### src/rtl/scalar_kalman_smoother_top_defines.svh
// Assertion macros shared by the scalar Kalman smoother RTL.
// Each macro expects clk_i and rst_ni in the scope where it is used.
`ifndef SCALAR_KALMAN_SMOOTHER_TOP_DEFINES_SVH
`define SCALAR_KALMAN_SMOOTHER_TOP_DEFINES_SVH

// Property that must hold at every clock edge outside reset.
`define SKF_ASSERT(label, prop, msg) \
  label: assert property (@(posedge clk_i) disable iff (!rst_ni) (prop)) else $error(msg);

// Condition that must be followed by an outcome in the next cycle.
`define SKF_ASSERT_NEXT(label, cond, outcome, msg) \
  label: assert property (@(posedge clk_i) disable iff (!rst_ni) (cond) |=> (outcome)) \
    else $error(msg);

`endif

### src/rtl/skf_pkg.sv
// Package for the scalar Kalman smoother: action and register codes,
// sequencer states and fixed widths. No dependencies.
`default_nettype none

package skf_pkg;

  localparam int DATA_W    = 32;
  localparam int CFG_W     = 24;
  localparam int CFG_IDX_W = 2;

  localparam logic [CFG_W-1:0] QN_RESET = 24'd655;
  localparam logic [CFG_W-1:0] RN_RESET = 24'd6554;

  typedef enum logic [1:0] {
    ACT_FILTER = 2'd0,
    ACT_CLEAR  = 2'd1,
    ACT_PRESET = 2'd2
  } skf_action_e;

  typedef enum logic [CFG_IDX_W-1:0] {
    CFG_PROCESS_NOISE = 2'd0,
    CFG_MEAS_NOISE    = 2'd1
  } skf_cfg_e;

  typedef enum logic [2:0] {
    ST_IDLE,
    ST_PRED,
    ST_DIV,
    ST_MUL_GAIN,
    ST_MUL_COV,
    ST_COV,
    ST_OUT
  } skf_state_e;

endpackage

`default_nettype wire

### src/rtl/skf_if.sv
// Valid/ready channel interfaces: input items, result items, config writes.
// Depends on skf_pkg.
`default_nettype none

interface skf_in_if import skf_pkg::*; #(
  parameter int SAMPLE_BITS = 16
) ();
  logic                          valid;
  logic                          ready;
  logic [1:0]                    action;
  logic signed [SAMPLE_BITS-1:0] sample;

  modport source (output valid, action, sample, input ready);
  modport sink   (input valid, action, sample, output ready);
endinterface

interface skf_out_if import skf_pkg::*; ();
  logic                     valid;
  logic                     ready;
  logic signed [DATA_W-1:0] smoothed;

  modport source (output valid, smoothed, input ready);
  modport sink   (input valid, smoothed, output ready);
endinterface

interface skf_cfg_if import skf_pkg::*; ();
  logic                 valid;
  logic                 ready;
  logic [CFG_IDX_W-1:0] index;
  logic [CFG_W-1:0]     data;

  modport source (output valid, index, data, input ready);
  modport sink   (input valid, index, data, output ready);
endinterface

`default_nettype wire

### src/rtl/skf_divider.sv
// Radix-2 restoring divider for the gain: quo = floor(num * 2^F / den), num < den.
// One quotient bit per cycle. Depends on skf_pkg and the assertion macros.
`default_nettype none
`include "scalar_kalman_smoother_top_defines.svh"

module skf_divider import skf_pkg::*; #(
  parameter int FRAC_BITS = 16
) (
  input  wire logic                 clk_i,
  input  wire logic                 rst_ni,
  input  wire logic                 start_i,
  input  wire logic [DATA_W-1:0]    num_i,
  input  wire logic [DATA_W:0]      den_i,
  output logic                      done_o,
  output logic [FRAC_BITS-1:0]      quo_o
);

  localparam int CW = $clog2(FRAC_BITS + 1);

  logic              busy_q, busy_d;
  logic              done_q, done_d;
  logic [CW-1:0]     cnt_q, cnt_d;
  logic [DATA_W:0]   rem_q, rem_d;
  logic [DATA_W:0]   den_q, den_d;
  logic [FRAC_BITS-1:0] quo_q, quo_d;

  logic [DATA_W+1:0] trial;
  logic              fits;

  assign trial = {rem_q, 1'b0};
  assign fits  = trial >= {1'b0, den_q};

  always_comb begin
    busy_d = busy_q;
    done_d = 1'b0;
    cnt_d  = cnt_q;
    rem_d  = rem_q;
    den_d  = den_q;
    quo_d  = quo_q;
    if (start_i) begin
      busy_d = 1'b1;
      cnt_d  = CW'(FRAC_BITS);
      rem_d  = {1'b0, num_i};
      den_d  = den_i;
      quo_d  = '0;
    end else if (busy_q) begin
      rem_d = fits ? (DATA_W + 1)'(trial - {1'b0, den_q}) : trial[DATA_W:0];
      quo_d = {quo_q[FRAC_BITS-2:0], fits};
      cnt_d = cnt_q - CW'(1);
      if (cnt_q == CW'(1)) begin
        busy_d = 1'b0;
        done_d = 1'b1;
      end
    end
  end

  always_ff @(posedge clk_i or negedge rst_ni) begin
    if (!rst_ni) begin
      busy_q <= 1'b0;
      done_q <= 1'b0;
      cnt_q  <= '0;
    end else begin
      busy_q <= busy_d;
      done_q <= done_d;
      cnt_q  <= cnt_d;
    end
  end

  always_ff @(posedge clk_i) begin
    rem_q <= rem_d;
    den_q <= den_d;
    quo_q <= quo_d;
  end

  assign done_o = done_q;
  assign quo_o  = quo_q;

  `SKF_ASSERT_NEXT(a_start_busy, start_i, busy_q, "divider not busy after start")
  `SKF_ASSERT(a_done_idle, !(done_q && busy_q), "divider done while busy")
  `SKF_ASSERT(a_rem_below, !busy_q || (rem_q < den_q), "divider remainder not below divisor")

endmodule

`default_nettype wire

### src/rtl/scalar_kalman_smoother_top.sv
// Scalar Kalman smoother, constant-value model, fixed point with FRAC_BITS fraction.
// Depends on skf_pkg, skf_if, skf_divider and the assertion macros.
//
//   channel  modport  payload                    handshake
//   in_i     sink     action[1:0], sample        valid/ready
//   out_o    source   smoothed[31:0] Q16.16      valid/ready
//   cfg_i    sink     index[1:0], data[23:0]     valid/ready, ready always high
//
// Primed filter item: ST_PRED, ST_DIV, ST_MUL_GAIN, ST_MUL_COV, ST_COV, then ST_OUT;
// the gain divider makes one bit per cycle; one shared multiplier does both products.
// Clear and preset stay in ST_IDLE and give no result; an unprimed sample goes to ST_OUT.
// in_i.ready is high only while the sequencer is idle; a waiting result does not block it.
// A result stalled by out_o.ready holds the sequencer until the output register frees.
// Reset is asynchronous, active low: estimate 0, covariance 1.0, unprimed.
`default_nettype none
`include "scalar_kalman_smoother_top_defines.svh"

module scalar_kalman_smoother_top import skf_pkg::*; #(
  parameter int SAMPLE_BITS = 16,
  parameter int FRAC_BITS   = 16
) (
  input  wire logic  clk_i,
  input  wire logic  rst_ni,
  skf_in_if.sink     in_i,
  skf_out_if.source  out_o,
  skf_cfg_if.sink    cfg_i
);

  localparam int ZW = (SAMPLE_BITS + FRAC_BITS > DATA_W + 1) ?
                      (SAMPLE_BITS + FRAC_BITS) : (DATA_W + 1);
  localparam int PW = DATA_W + FRAC_BITS + 2;
  localparam int QDEF = ((1 << FRAC_BITS) + 50) / 100;
  localparam int RDEF = ((1 << FRAC_BITS) + 5) / 10;

  localparam logic [DATA_W-1:0]     ONE_COV = DATA_W'(64'(1) << FRAC_BITS);
  localparam logic [FRAC_BITS:0]    ONE_K   = (FRAC_BITS + 1)'(64'(1) << FRAC_BITS);
  localparam logic signed [ZW-1:0]  Z_MAX   = ZW'(signed'(33'h0_7FFF_FFFF));
  localparam logic signed [ZW-1:0]  Z_MIN   = ZW'(signed'(33'h1_8000_0000));
  localparam logic signed [DATA_W+1:0] E_MAX = (DATA_W + 2)'(signed'(33'h0_7FFF_FFFF));
  localparam logic signed [DATA_W+1:0] E_MIN = (DATA_W + 2)'(signed'(33'h1_8000_0000));

  skf_state_e state_q, state_d;

  logic [CFG_W-1:0]         qn_q, rn_q;
  logic signed [DATA_W-1:0] est_q;
  logic [DATA_W-1:0]        cov_q;
  logic                     primed_q;
  logic [DATA_W:0]          absdiff_q;
  logic                     neg_q;
  logic [DATA_W-1:0]        pred_q;
  logic [PW-1:0]            prod_q;
  logic                     out_valid_q;
  logic signed [DATA_W-1:0] out_data_q;

  logic                     in_acc;
  logic                     out_free;
  logic                     div_start;
  logic                     div_done;
  logic [FRAC_BITS-1:0]     gain;

  logic signed [ZW-1:0]     z_wide;
  logic signed [DATA_W-1:0] z_sat;
  logic [DATA_W:0]          diff;
  logic [CFG_W-1:0]         q_eff, r_eff;
  logic [DATA_W:0]          pred_sum;
  logic [DATA_W-1:0]        pred;
  logic [DATA_W:0]          den;
  logic [DATA_W:0]          mul_a;
  logic [FRAC_BITS:0]       mul_b;
  logic [PW-1:0]            mul_p;
  logic [DATA_W:0]          delta_mag;
  logic [DATA_W+1:0]        delta_s;
  logic signed [DATA_W+1:0] est_sum;
  logic signed [DATA_W-1:0] est_new;

  // Sample scaling and saturation
  assign z_wide = ZW'(in_i.sample) <<< FRAC_BITS;
  always_comb begin
    if (z_wide > Z_MAX)      z_sat = Z_MAX[DATA_W-1:0];
    else if (z_wide < Z_MIN) z_sat = Z_MIN[DATA_W-1:0];
    else                     z_sat = z_wide[DATA_W-1:0];
  end
  assign diff = {z_sat[DATA_W-1], z_sat} - {est_q[DATA_W-1], est_q};

  // Prediction and gain divisor
  assign q_eff    = (qn_q != '0) ? qn_q : CFG_W'(QDEF);
  assign r_eff    = (rn_q != '0) ? rn_q : CFG_W'(RDEF);
  assign pred_sum = {1'b0, cov_q} + (DATA_W + 1)'(q_eff);
  assign pred     = pred_sum[DATA_W] ? '1 : pred_sum[DATA_W-1:0];
  assign den      = {1'b0, pred} + (DATA_W + 1)'(r_eff);

  skf_divider #(.FRAC_BITS(FRAC_BITS)) u_div (
    .clk_i   (clk_i),
    .rst_ni  (rst_ni),
    .start_i (div_start),
    .num_i   (pred),
    .den_i   (den),
    .done_o  (div_done),
    .quo_o   (gain)
  );

  // Shared multiplier: |diff| * K, then (1 - K) * Ppred
  always_comb begin
    if (state_q == ST_MUL_COV) begin
      mul_a = {1'b0, pred_q};
      mul_b = ONE_K - {1'b0, gain};
    end else begin
      mul_a = absdiff_q;
      mul_b = {1'b0, gain};
    end
  end
  assign mul_p = PW'(mul_a) * PW'(mul_b);

  // Estimate update, truncation toward zero via sign-magnitude
  assign delta_mag = prod_q[FRAC_BITS +: (DATA_W + 1)];
  assign delta_s   = neg_q ? ((DATA_W + 2)'(~{1'b0, delta_mag}) + (DATA_W + 2)'(1))
                           : {1'b0, delta_mag};
  assign est_sum   = signed'((DATA_W + 2)'(est_q) + delta_s);
  always_comb begin
    if (est_sum > E_MAX)      est_new = E_MAX[DATA_W-1:0];
    else if (est_sum < E_MIN) est_new = E_MIN[DATA_W-1:0];
    else                      est_new = est_sum[DATA_W-1:0];
  end

  assign out_free = !out_valid_q || out_o.ready;
  assign in_acc   = in_i.valid && in_i.ready;

  // Next state
  always_comb begin
    state_d = state_q;
    case (state_q)
      ST_IDLE: begin
        if (in_acc && (in_i.action == ACT_FILTER)) begin
          state_d = primed_q ? ST_PRED : ST_OUT;
        end
      end
      ST_PRED:     state_d = ST_DIV;
      ST_DIV: begin
        if (div_done) state_d = ST_MUL_GAIN;
      end
      ST_MUL_GAIN: state_d = ST_MUL_COV;
      ST_MUL_COV:  state_d = ST_COV;
      ST_COV:      state_d = ST_OUT;
      ST_OUT: begin
        if (out_free) state_d = ST_IDLE;
      end
      default:     state_d = ST_IDLE;
    endcase
  end

  // Outputs of the sequencer
  always_comb begin
    in_i.ready = 1'b0;
    div_start  = 1'b0;
    case (state_q)
      ST_IDLE: in_i.ready = 1'b1;
      ST_PRED: div_start  = 1'b1;
      default: ;
    endcase
  end

  assign cfg_i.ready    = 1'b1;
  assign out_o.valid    = out_valid_q;
  assign out_o.smoothed = out_data_q;

  always_ff @(posedge clk_i or negedge rst_ni) begin
    if (!rst_ni) begin
      state_q     <= ST_IDLE;
      qn_q        <= QN_RESET;
      rn_q        <= RN_RESET;
      est_q       <= '0;
      cov_q       <= ONE_COV;
      primed_q    <= 1'b0;
      out_valid_q <= 1'b0;
    end else begin
      state_q <= state_d;
      if (cfg_i.valid) begin
        case (cfg_i.index)
          CFG_PROCESS_NOISE: qn_q <= cfg_i.data;
          CFG_MEAS_NOISE:    rn_q <= cfg_i.data;
          default: ;
        endcase
      end
      if (in_acc) begin
        case (in_i.action)
          ACT_CLEAR: begin
            primed_q <= 1'b0;
            est_q    <= '0;
            cov_q    <= ONE_COV;
          end
          ACT_PRESET: begin
            primed_q <= 1'b1;
            est_q    <= z_sat;
            cov_q    <= ONE_COV;
          end
          ACT_FILTER: begin
            if (!primed_q) begin
              primed_q <= 1'b1;
              est_q    <= z_sat;
              cov_q    <= ONE_COV;
            end
          end
          default: ;
        endcase
      end
      if (state_q == ST_MUL_COV) est_q <= est_new;
      if (state_q == ST_COV)     cov_q <= prod_q[FRAC_BITS +: DATA_W];
      if (state_q == ST_OUT && out_free) begin
        out_valid_q <= 1'b1;
      end else if (out_o.ready) begin
        out_valid_q <= 1'b0;
      end
    end
  end

  always_ff @(posedge clk_i) begin
    if (state_q == ST_IDLE) begin
      neg_q     <= diff[DATA_W];
      absdiff_q <= diff[DATA_W] ? (DATA_W + 1)'(~diff + (DATA_W + 1)'(1)) : diff;
    end
    if (state_q == ST_PRED) pred_q <= pred;
    if (state_q == ST_MUL_GAIN || state_q == ST_MUL_COV) prod_q <= mul_p;
    if (state_q == ST_OUT && out_free) out_data_q <= est_q;
  end

  `SKF_ASSERT(a_delta_bound,
              (state_q != ST_MUL_COV) || (delta_mag <= absdiff_q),
              "update overshoots sample")
  `SKF_ASSERT(a_cov_bound,
              (state_q != ST_COV) || (prod_q[FRAC_BITS +: DATA_W] <= pred_q),
              "covariance grew in update")
  `SKF_ASSERT(a_out_src,
              !$rose(out_valid_q) || ($past(state_q) == ST_OUT),
              "result without output step")
  `SKF_ASSERT_NEXT(a_div_seq, (state_q == ST_DIV) && div_done, state_q == ST_MUL_GAIN,
                   "gain not used after divide")

endmodule

`default_nettype wire
### src/flat_wrapper.sv
// flat-port wrapper written by rule: the top's interface ports become plain ports
module scalar_kalman_smoother_top_flat import skf_pkg::*;
#(
  parameter int SAMPLE_BITS = 16,
  parameter int FRAC_BITS   = 16
)
  (clk_i, rst_ni, in_i_valid, in_i_action, in_i_sample, in_i_ready, out_o_valid, out_o_smoothed, out_o_ready, cfg_i_valid, cfg_i_index, cfg_i_data, cfg_i_ready);
  skf_in_if #(.SAMPLE_BITS(SAMPLE_BITS)) in_i_i ();
  skf_out_if out_o_i ();
  skf_cfg_if cfg_i_i ();
  input  wire logic clk_i;
  input  wire logic rst_ni;
  input wire logic [$bits(in_i_i.valid)-1:0] in_i_valid;
  input wire logic [$bits(in_i_i.action)-1:0] in_i_action;
  input wire logic [$bits(in_i_i.sample)-1:0] in_i_sample;
  output wire logic [$bits(in_i_i.ready)-1:0] in_i_ready;
  output wire logic [$bits(out_o_i.valid)-1:0] out_o_valid;
  output wire logic [$bits(out_o_i.smoothed)-1:0] out_o_smoothed;
  input wire logic [$bits(out_o_i.ready)-1:0] out_o_ready;
  input wire logic [$bits(cfg_i_i.valid)-1:0] cfg_i_valid;
  input wire logic [$bits(cfg_i_i.index)-1:0] cfg_i_index;
  input wire logic [$bits(cfg_i_i.data)-1:0] cfg_i_data;
  output wire logic [$bits(cfg_i_i.ready)-1:0] cfg_i_ready;
  assign in_i_i.valid = in_i_valid;
  assign in_i_i.action = in_i_action;
  assign in_i_i.sample = in_i_sample;
  assign in_i_ready = in_i_i.ready;
  assign out_o_valid = out_o_i.valid;
  assign out_o_smoothed = out_o_i.smoothed;
  assign out_o_i.ready = out_o_ready;
  assign cfg_i_i.valid = cfg_i_valid;
  assign cfg_i_i.index = cfg_i_index;
  assign cfg_i_i.data = cfg_i_data;
  assign cfg_i_ready = cfg_i_i.ready;
  scalar_kalman_smoother_top #(.SAMPLE_BITS(SAMPLE_BITS), .FRAC_BITS(FRAC_BITS)) u_core (.clk_i(clk_i), .rst_ni(rst_ni), .in_i(in_i_i), .out_o(out_o_i), .cfg_i(cfg_i_i));
endmodule
### config.mk
export PLATFORM = sky130hd
export DESIGN_NAME = scalar_kalman_smoother_top_flat
export DESIGN_NICKNAME = d
export VERILOG_FILES = /design/src/rtl/skf_pkg.sv /design/src/rtl/skf_if.sv /design/src/rtl/skf_divider.sv /design/src/rtl/scalar_kalman_smoother_top.sv /design/src/flat_wrapper.sv
export VERILOG_INCLUDE_DIRS = /design/src /design/src/rtl
export SDC_FILE = /design/constraint.sdc
export NUM_CORES = 2
export LEC_CHECK = 0
export ABC_AREA = 1
export CORE_MARGIN = 2
export CORE_UTILIZATION = 55
export CTS_CLUSTER_SIZE = 14
export DETAILED_ROUTE_END_ITERATION = 6
export DONT_BUFFER_PORTS = 1
export GPL_TIMING_DRIVEN = 0
export PLACE_DENSITY = 0.7
export SLEW_MARGIN = 0
export SYNTH_ARGS = -nofsm -noshare
export SYNTH_HDL_FRONTEND = slang
export SYNTH_SLANG_ARGS = --single-unit
### constraint.sdc
create_clock -name clk_i -period 7.97 [get_ports clk_i]
set_input_delay 0.3985 -clock clk_i [delete_from_list [all_inputs] [get_ports clk_i]]
set_output_delay 0.3985 -clock clk_i [all_outputs]
set_load 0.01 [all_outputs]
# Yosys cells after proc, flatten, opt, wreduce, memory -nomap -nowiden
# Index checks and enable logic that the tools add are counted.
[op_classes]
addsub = 9
multipliers = 1
n_lt_le_gt_ge = 5
n_eq_ne = 15
n_mux = 40
bitwise_logic = 2
reduce_logical = 26
[op_table]
columns = ["operator", "n"]
rows = [
  ["$mux 32", 14],
  ["$pmux 32 s3", 1],
  ["$add 32x24->33", 2],
  ["$mux 33", 2],
  ["$pmux 32 s2", 1],
  ["$mul 33x17->49", 1],
  ["$mux 24", 2],
  ["$reduce_bool 24->1", 2],
  ["$add 34x1->34 const B", 1],
  ["$add 34x34->34", 1],
  ["$ge 34x33->1", 1],
  ["$gt 34x32->1 const B", 1],
  ["$lt 34x32->1 const B", 1],
  ["$mux 34", 1],
  ["$not 33->34", 1],
  ["$add 33x1->33 const B", 1],
  ["$not 33->33", 1],
  ["$sub 32x32->33", 1],
  ["$sub 33x33->33", 1],
  ["$gt 32x32->1 const B", 1],
  ["$lt 32x32->1 const B", 1],
  ["$pmux 3 s7", 1],
  ["$mux 17", 1],
  ["$sub 17x16->17 const A", 1],
  ["25 further kinds", 57],
]
[totals]
register_bits = 353
output_inout_bits = 35
elab_cells = 118

# Longest topological paths before layout
[logic_depth]
ltp_word = 8
mapped_depth = 38
depth_no_buf = 38

# Modules after synthesis
# A second synthesis with hierarchy kept.
[unflattened]
hier_cells = 5746
hier_area_um2 = 42741.0
[by_module_without_submodules]
columns = ["module", "instances", "cells_per_inst", "area_each_um2"]
rows = [
  ["scalar_kalman_smoother_top", 1, 4799, 36243.5],
  ["skf_divider", 1, 947, 6497.5],
]

# Worst setup path before layout
# No wires, ideal clock.
[synth_path]
path_kind = "register -> register"
from = "register u_core.state_q[1]"
to = "register u_core.prod_q[41], data pin"
arrival_time_ns = 6.622
t_required_ns = 7.714
path_slack_ns = 1.092
path_stages_with_launch = 32
path_buffers = 3
path_cell_list = "dfrtp_1 nor2_1 inv_1 nor2_2 inv_2 buf_2 buf_1 o21ai_1 clkbuf_1 nand2_1 fa_1 inv_1 fa_1 inv_1 fa_1 inv_1 fa_1 fa_1 inv_1 fa_1 inv_1 ha_1 nand2_1 nor3_1 and3_1 a21oi_1 o21ai_0 nand2_1 a21boi_0 nor2_1 nand2_1 nand2_1"
[synth_between]
elab_chain_cells = 3
elab_cells_between_ends = 4
classes_between = "1 x mul; 1 x eq/ne; 2 x mux"
[synth_lines]
columns = ["item", "line", "rtl"]
rows = [
  ["from (decl)", "scalar_kalman_smoother_top.sv:42", "skf_state_e state_q, state_d;"],
  ["from (signal assigned)", "scalar_kalman_smoother_top.sv:176", "state_q <= state_d;"],
  ["$eq 3x3->1 *", "scalar_kalman_smoother_top.sv:104", "if (state_q == ST_MUL_COV) begin"],
  ["$mux 33 or $mux 17 (tied branches)", "scalar_kalman_smoother_top.sv:104", ""],
  ["$mul 33x17->49 *", "scalar_kalman_smoother_top.sv:112", "assign mul_p = PW'(mul_a) * PW'(mul_b);"],
  ["net u_core.mul_p[41]", "scalar_kalman_smoother_top.sv:70", "logic [PW-1:0] mul_p;"],
  ["to (signal assigned)", "scalar_kalman_smoother_top.sv:222", "if (state_q == ST_MUL_GAIN || state_q == ST_MUL_COV) prod_q <= mul_p;"],
  ["to (decl)", "scalar_kalman_smoother_top.sv:51", "logic [PW-1:0] prod_q;"],
]
# Mark *: on every way through the listed nets, which the timed path passes. The rest lies on a longest branch.
# A chain may end at the register's enable or synchronous reset.

# Worst setup path in the final report
[layout_path]
from = "register u_core.u_div.quo_q[0], in the netlist u_core.u_div.quo_o[0]"
to = "register u_core.prod_q[48], data pin"
[layout_between]
elab_chain_cells = 3
[layout_lines]
columns = ["item", "line", "rtl"]
rows = [
  ["from (decl)", "skf_divider.sv:25", "logic [FRAC_BITS-1:0] quo_q, quo_d;"],
  ["from (signal assigned)", "skf_divider.sv:72", "quo_q <= quo_d;"],
  ["$sub 17x16->17", "scalar_kalman_smoother_top.sv:106", "mul_b = ONE_K - {1'b0, gain};"],
  ["$mux 17 *", "scalar_kalman_smoother_top.sv:104", ""],
  ["$mul 33x17->49 *", "scalar_kalman_smoother_top.sv:112", ""],
  ["net u_core.mul_p[48]", "scalar_kalman_smoother_top.sv:70", ""],
]
# Marks and branches as above.

==> summary.md <==
| Metric | Value |
|---|---|
| Worst min-delay path endpoint | u_core.rn_q[5] |
| Signed area change from the synthesized netlist to the final layout | 8.71% |
| Post-synth EDFFs | between 150 and 200 |
| Number of distinct standard cells referenced by the synthesized netlist | 70 |
| Max-slew headroom | 36.0% |
| Largest cells by area after synthesis | fa_1 (23%), edfxtp_1 (14%), nand2_1 (12%), inv_1 (9.7%), ha_1 (7.7%) |
| Top delay family on crit path | adder cells |
| Layout Utilization | 60.4% |
| Mean Syn Cell Area | 7.70 µm² |
| Share of async-settable or async-resettable flops after synthesis | 36.8% |
| Routed length per instance | ~21 µm |
| Timing-limited maximum frequency | 130 MHz |
| Buffers from clock root to sink, at most | 3 |
| Area fraction of the dominant cell type after synthesis | 22.5% |
| Sequential cell area in the final layout | 9350 µm² |
| Highest net fanout along the worst path | 10 |
| Setup violators final | 0 |
| Total number of placement rows | 100 |
| GR Util All Layers | 35.4% |
| Initial Utilization | 55.5% |
| Final critical-path share of the clock period | 96.7% |
| Launch point of the worst reg-to-reg path | u_core.u_div.quo_o[0] |
| Clock buffers created by TritonCTS | 38 |
| Worst R2R Path Depth | 31 |
| Count of boundary I/O pins | 84 |
| Vias in the first global route | 35900 |
| Drt first-iter violations | 3499 |
| Post-route clock skew | between 0.05 and 0.06 ns |
| Die Span X | 278 µm |
| Max-cap violation count | 0 |
| Post-synthesis mux area share | 0.0272% |
| Critical Path Start Type | flip-flop |
| Library cell with the largest summed area after synthesis | fa_1 |
| Crit. End Element | flip-flop |
| Final critical path time including I/O delays and setup | ~7.7 ns |
| Transition time at the pin with the least slew margin | 0.957 ns |
| Delay of the slowest critical-path stage | 0.52 ns |
| Proportion of layout cells with a drive suffix above 1 | 6.91% |
| Final number of max-transition violations | 0 |
| Num Clock Sinks | 337 |
| Post-synthesis sequential area ratio | 22.6% |
| Flops & latches, synth | 337 |
| Main combinational cell family by area after synthesis | adder cells |
| Antenna violations before repair | 1 |
| Remaining antenna violation count | 0 |
| Final antenna diode count | 0 |
| HPWL after detailed placement | 112000 µm |
| Post-Synthesis Cell Area | around 41000 µm² |
| Count of unresolved DRC violations after routing | 0 |
| Worst Path Required | 8.31 ns |
| Synthesized instance count | between 5000 and 6000 |
| Vias post-DR | about 36000 |
| Floorplan die area | slightly below 80000 µm² |
| Area of the multi-input gates | 27800 µm² |
| Highest-delay cell along the critical path | fa_1 |
| Clk Tree Root Cell | clkbuf_16 |
| Core area | 74400 µm² |
| Synthesized Nets | a little over 6000 |
| Post-synthesis xor/xnor area fraction | between 4 and 5% |
| TritonCTS clock tree | yes |
| Post-synthesis simple-gate area fraction | ~22% |
| Clock transition time at the flip-flop clock pins of the worst setup and hold paths | about 0.060 ns |
| Global-route wire length before repair | 209000 µm |
| Die Span Y | 278 µm |
| Complex-gate fraction of the synthesized area | under 10% |
| Worst Hold Path Cells | 2 |
| Pin count of the biggest net entering global routing | 125 |
| Outcome | finished clean |
| Number of fill cells in the layout | 6761 |
| Startpoint of the tightest hold check path | cfg_i_data[5] |
| Classification of the worst setup path | flip-flop to flip-flop |
| Number of buffer and inverter stages on the critical path | 9 |
| Unrepaired setup endpoints after global routing | yes |
| Post-detailed-routing wire length | between 100000 and 150000 µm |
| Final number of hold-violating endpoints | 0 |
| Total grt overflow | 0 |
| Main synth FF type | edfxtp_1 |
| Layout net count | 6213 |
| Via-to-Cell Ratio | 5.63 |
| Global placer's final weighted congestion | 0.990 |
| Endpoint arrival time on the critical path | 8.05 ns |
| Reg-to-reg setup timing slack | between 0.2 and 0.3 ns |
| Number of buffer cells added on primary ports | 0 |
| Adder-cell share of the synthesized area | 30.3% |
| H-tree level count | 2 |
| Clock latency reported for the late side of the worst-skew pair | 0.60 ns |
| Yosys warning count | 0 |
| Worst reg2reg endpoint | u_core.prod_q[48] |
| Initial DRT Pass Iterations | 7 |
| Worst Hold Class | input pin to flip-flop |
[synthesized netlist by cell type (5+ instances only)]
cell type / count
nand2_1: 1311
or2_2: 24
xor2_1: 128
a21oi_1: 244
dfxtp_1: 17
o21bai_1: 16
a21boi_0: 8
a22oi_1: 17
a31oi_1: 22
o211ai_1: 21
nor2_1: 466
ha_1: 256
a22o_1: 5
nor4_1: 21
nand3_2: 10
nand3b_1: 20
dfstp_2: 14
dfrtp_1: 110
nor2_2: 10
o21a_1: 13
o21ai_0: 240
o21ai_1: 24
xnor2_1: 71
clkbuf_1: 131
buf_4: 8
nor2_4: 6
inv_2: 15
o31ai_1: 8
buf_2: 20
a211oi_1: 5
nor3_1: 37
nand2_2: 13
fa_1: 465
o21ai_2: 10
inv_1: 1065
clkinv_1: 7
nand4_1: 44
edfxtp_1: 196
o22ai_1: 11
a21o_1: 20
nand3_1: 184
nor3_2: 10
[worst max-delay path by stage]
stage                                      from                end  slack, ns  depth (start not counted)
after floorplan               u_core.state_q[1]  u_core.prod_q[41]       1.09                         31
after global placement        u_core.state_q[1]  u_core.prod_q[41]      -1.01                         31
after detailed placement      u_core.state_q[2]  u_core.prod_q[41]      -1.05                         30
after CTS                 u_core.u_div.quo_o[0]  u_core.prod_q[45]     0.0005                         30
after global routing          u_core.state_q[1]  u_core.prod_q[41]      -0.06                         31
final                     u_core.u_div.quo_o[0]  u_core.prod_q[48]       0.26                         31
[cell families (layout without fill, tap and decap cells)]
group / after synthesis / in the layout
buffers and inverters: 1252 / 1357
AO/OA/AOI/OAI: 676 / 676
XOR/XNOR: 200 / 200
other: 1 / 1
flip-flops: 337 / 337
adder cells (fa/ha/maj): 721 / 721
AND/OR/NAND/NOR: 2180 / 2180
multiplexers: 1 / 1
[layout make-up]
class	count	share of cell area (%)
plain buffers	163	1.78
clock buffers	54	2.34
clock inverters	16	0.601
inverters	1088	9.11
multi-input cells	3779	61.8
flip-flops and latches	337	20.8
well taps	969	2.70
repair buffers	36	0.869
[flip-flops by register name (all words and copies together), names as in the netlist, 3 cells and up]
name,count
u_core.absdiff_q,33
u_core.out_o.smoothed,32
u_core.u_div.cnt_q,5
u_core.u_div.den_q,33
u_core.rn_q,24
u_core.qn_q,24
u_core.pred_q,32
u_core.cov_q,32
u_core.state_q,3
u_core.u_div.quo_o,16
u_core.prod_q,33
u_core.u_div.rem_q,33
u_core.est_q,32
[cells in the final DEF (no fill, tap or decap), drive strengths merged, types with 47 or more instances in the layout]
cell    netlist  routed
nor3         47      47
inv        1081    1083
xor2        129     129
fa          465     465
o21ai       274     274
ha          256     256
nand2      1328    1328
dfrtp       110     110
buf          33      49
xnor2        71      71
a21oi       245     245
clkbuf      131     187
edfxtp      196     196
nand3       194     194
nor2        483     483
[per-layer routing]
metal	global-route usage (%)	up-vias	part of all wire (%)
met5	0	-	0.0096
met4	15.4	2	5.4
met3	6.92	271	9.7
met2	53.6	1653	43
met1	49.7	17500	42
li1	-	16800	-
[what timing repair did]
item                                   in CTS  in global routing
setup endpoints to repair                  33                 28
hold buffers                               18                  0
pin swaps                                   5                  7
cloned                                      0                  0
gates resized for setup                   106                125
endpoints found under the hold margin     153                  0
setup buffers                               6                  9
[through the flow]
stage / TNS (ns) / hold slack, ns / instances / setup slack [ns] / instance area, µm²
floorplan: 0 / 0.103 / 5368 / 1.09 / 41300
global placement: -18.21 / 0.106 / 6337 / -1.01 / 42600
detailed placement: -19.45 / 0.105 / 6340 / -1.05 / 42700
CTS: 0 / 0.00200 / 6434 / 0.000504 / 44500
global route: -0.160 / 0.0213 / 6442 / -0.0566 / 44900
finish: 0 / 0.00863 / 6442 / 0.262 / 44900
Power is left out: the tool's default activity adds up to more than one toggle a clock period on the data nets, which glitch-free logic cannot reach.
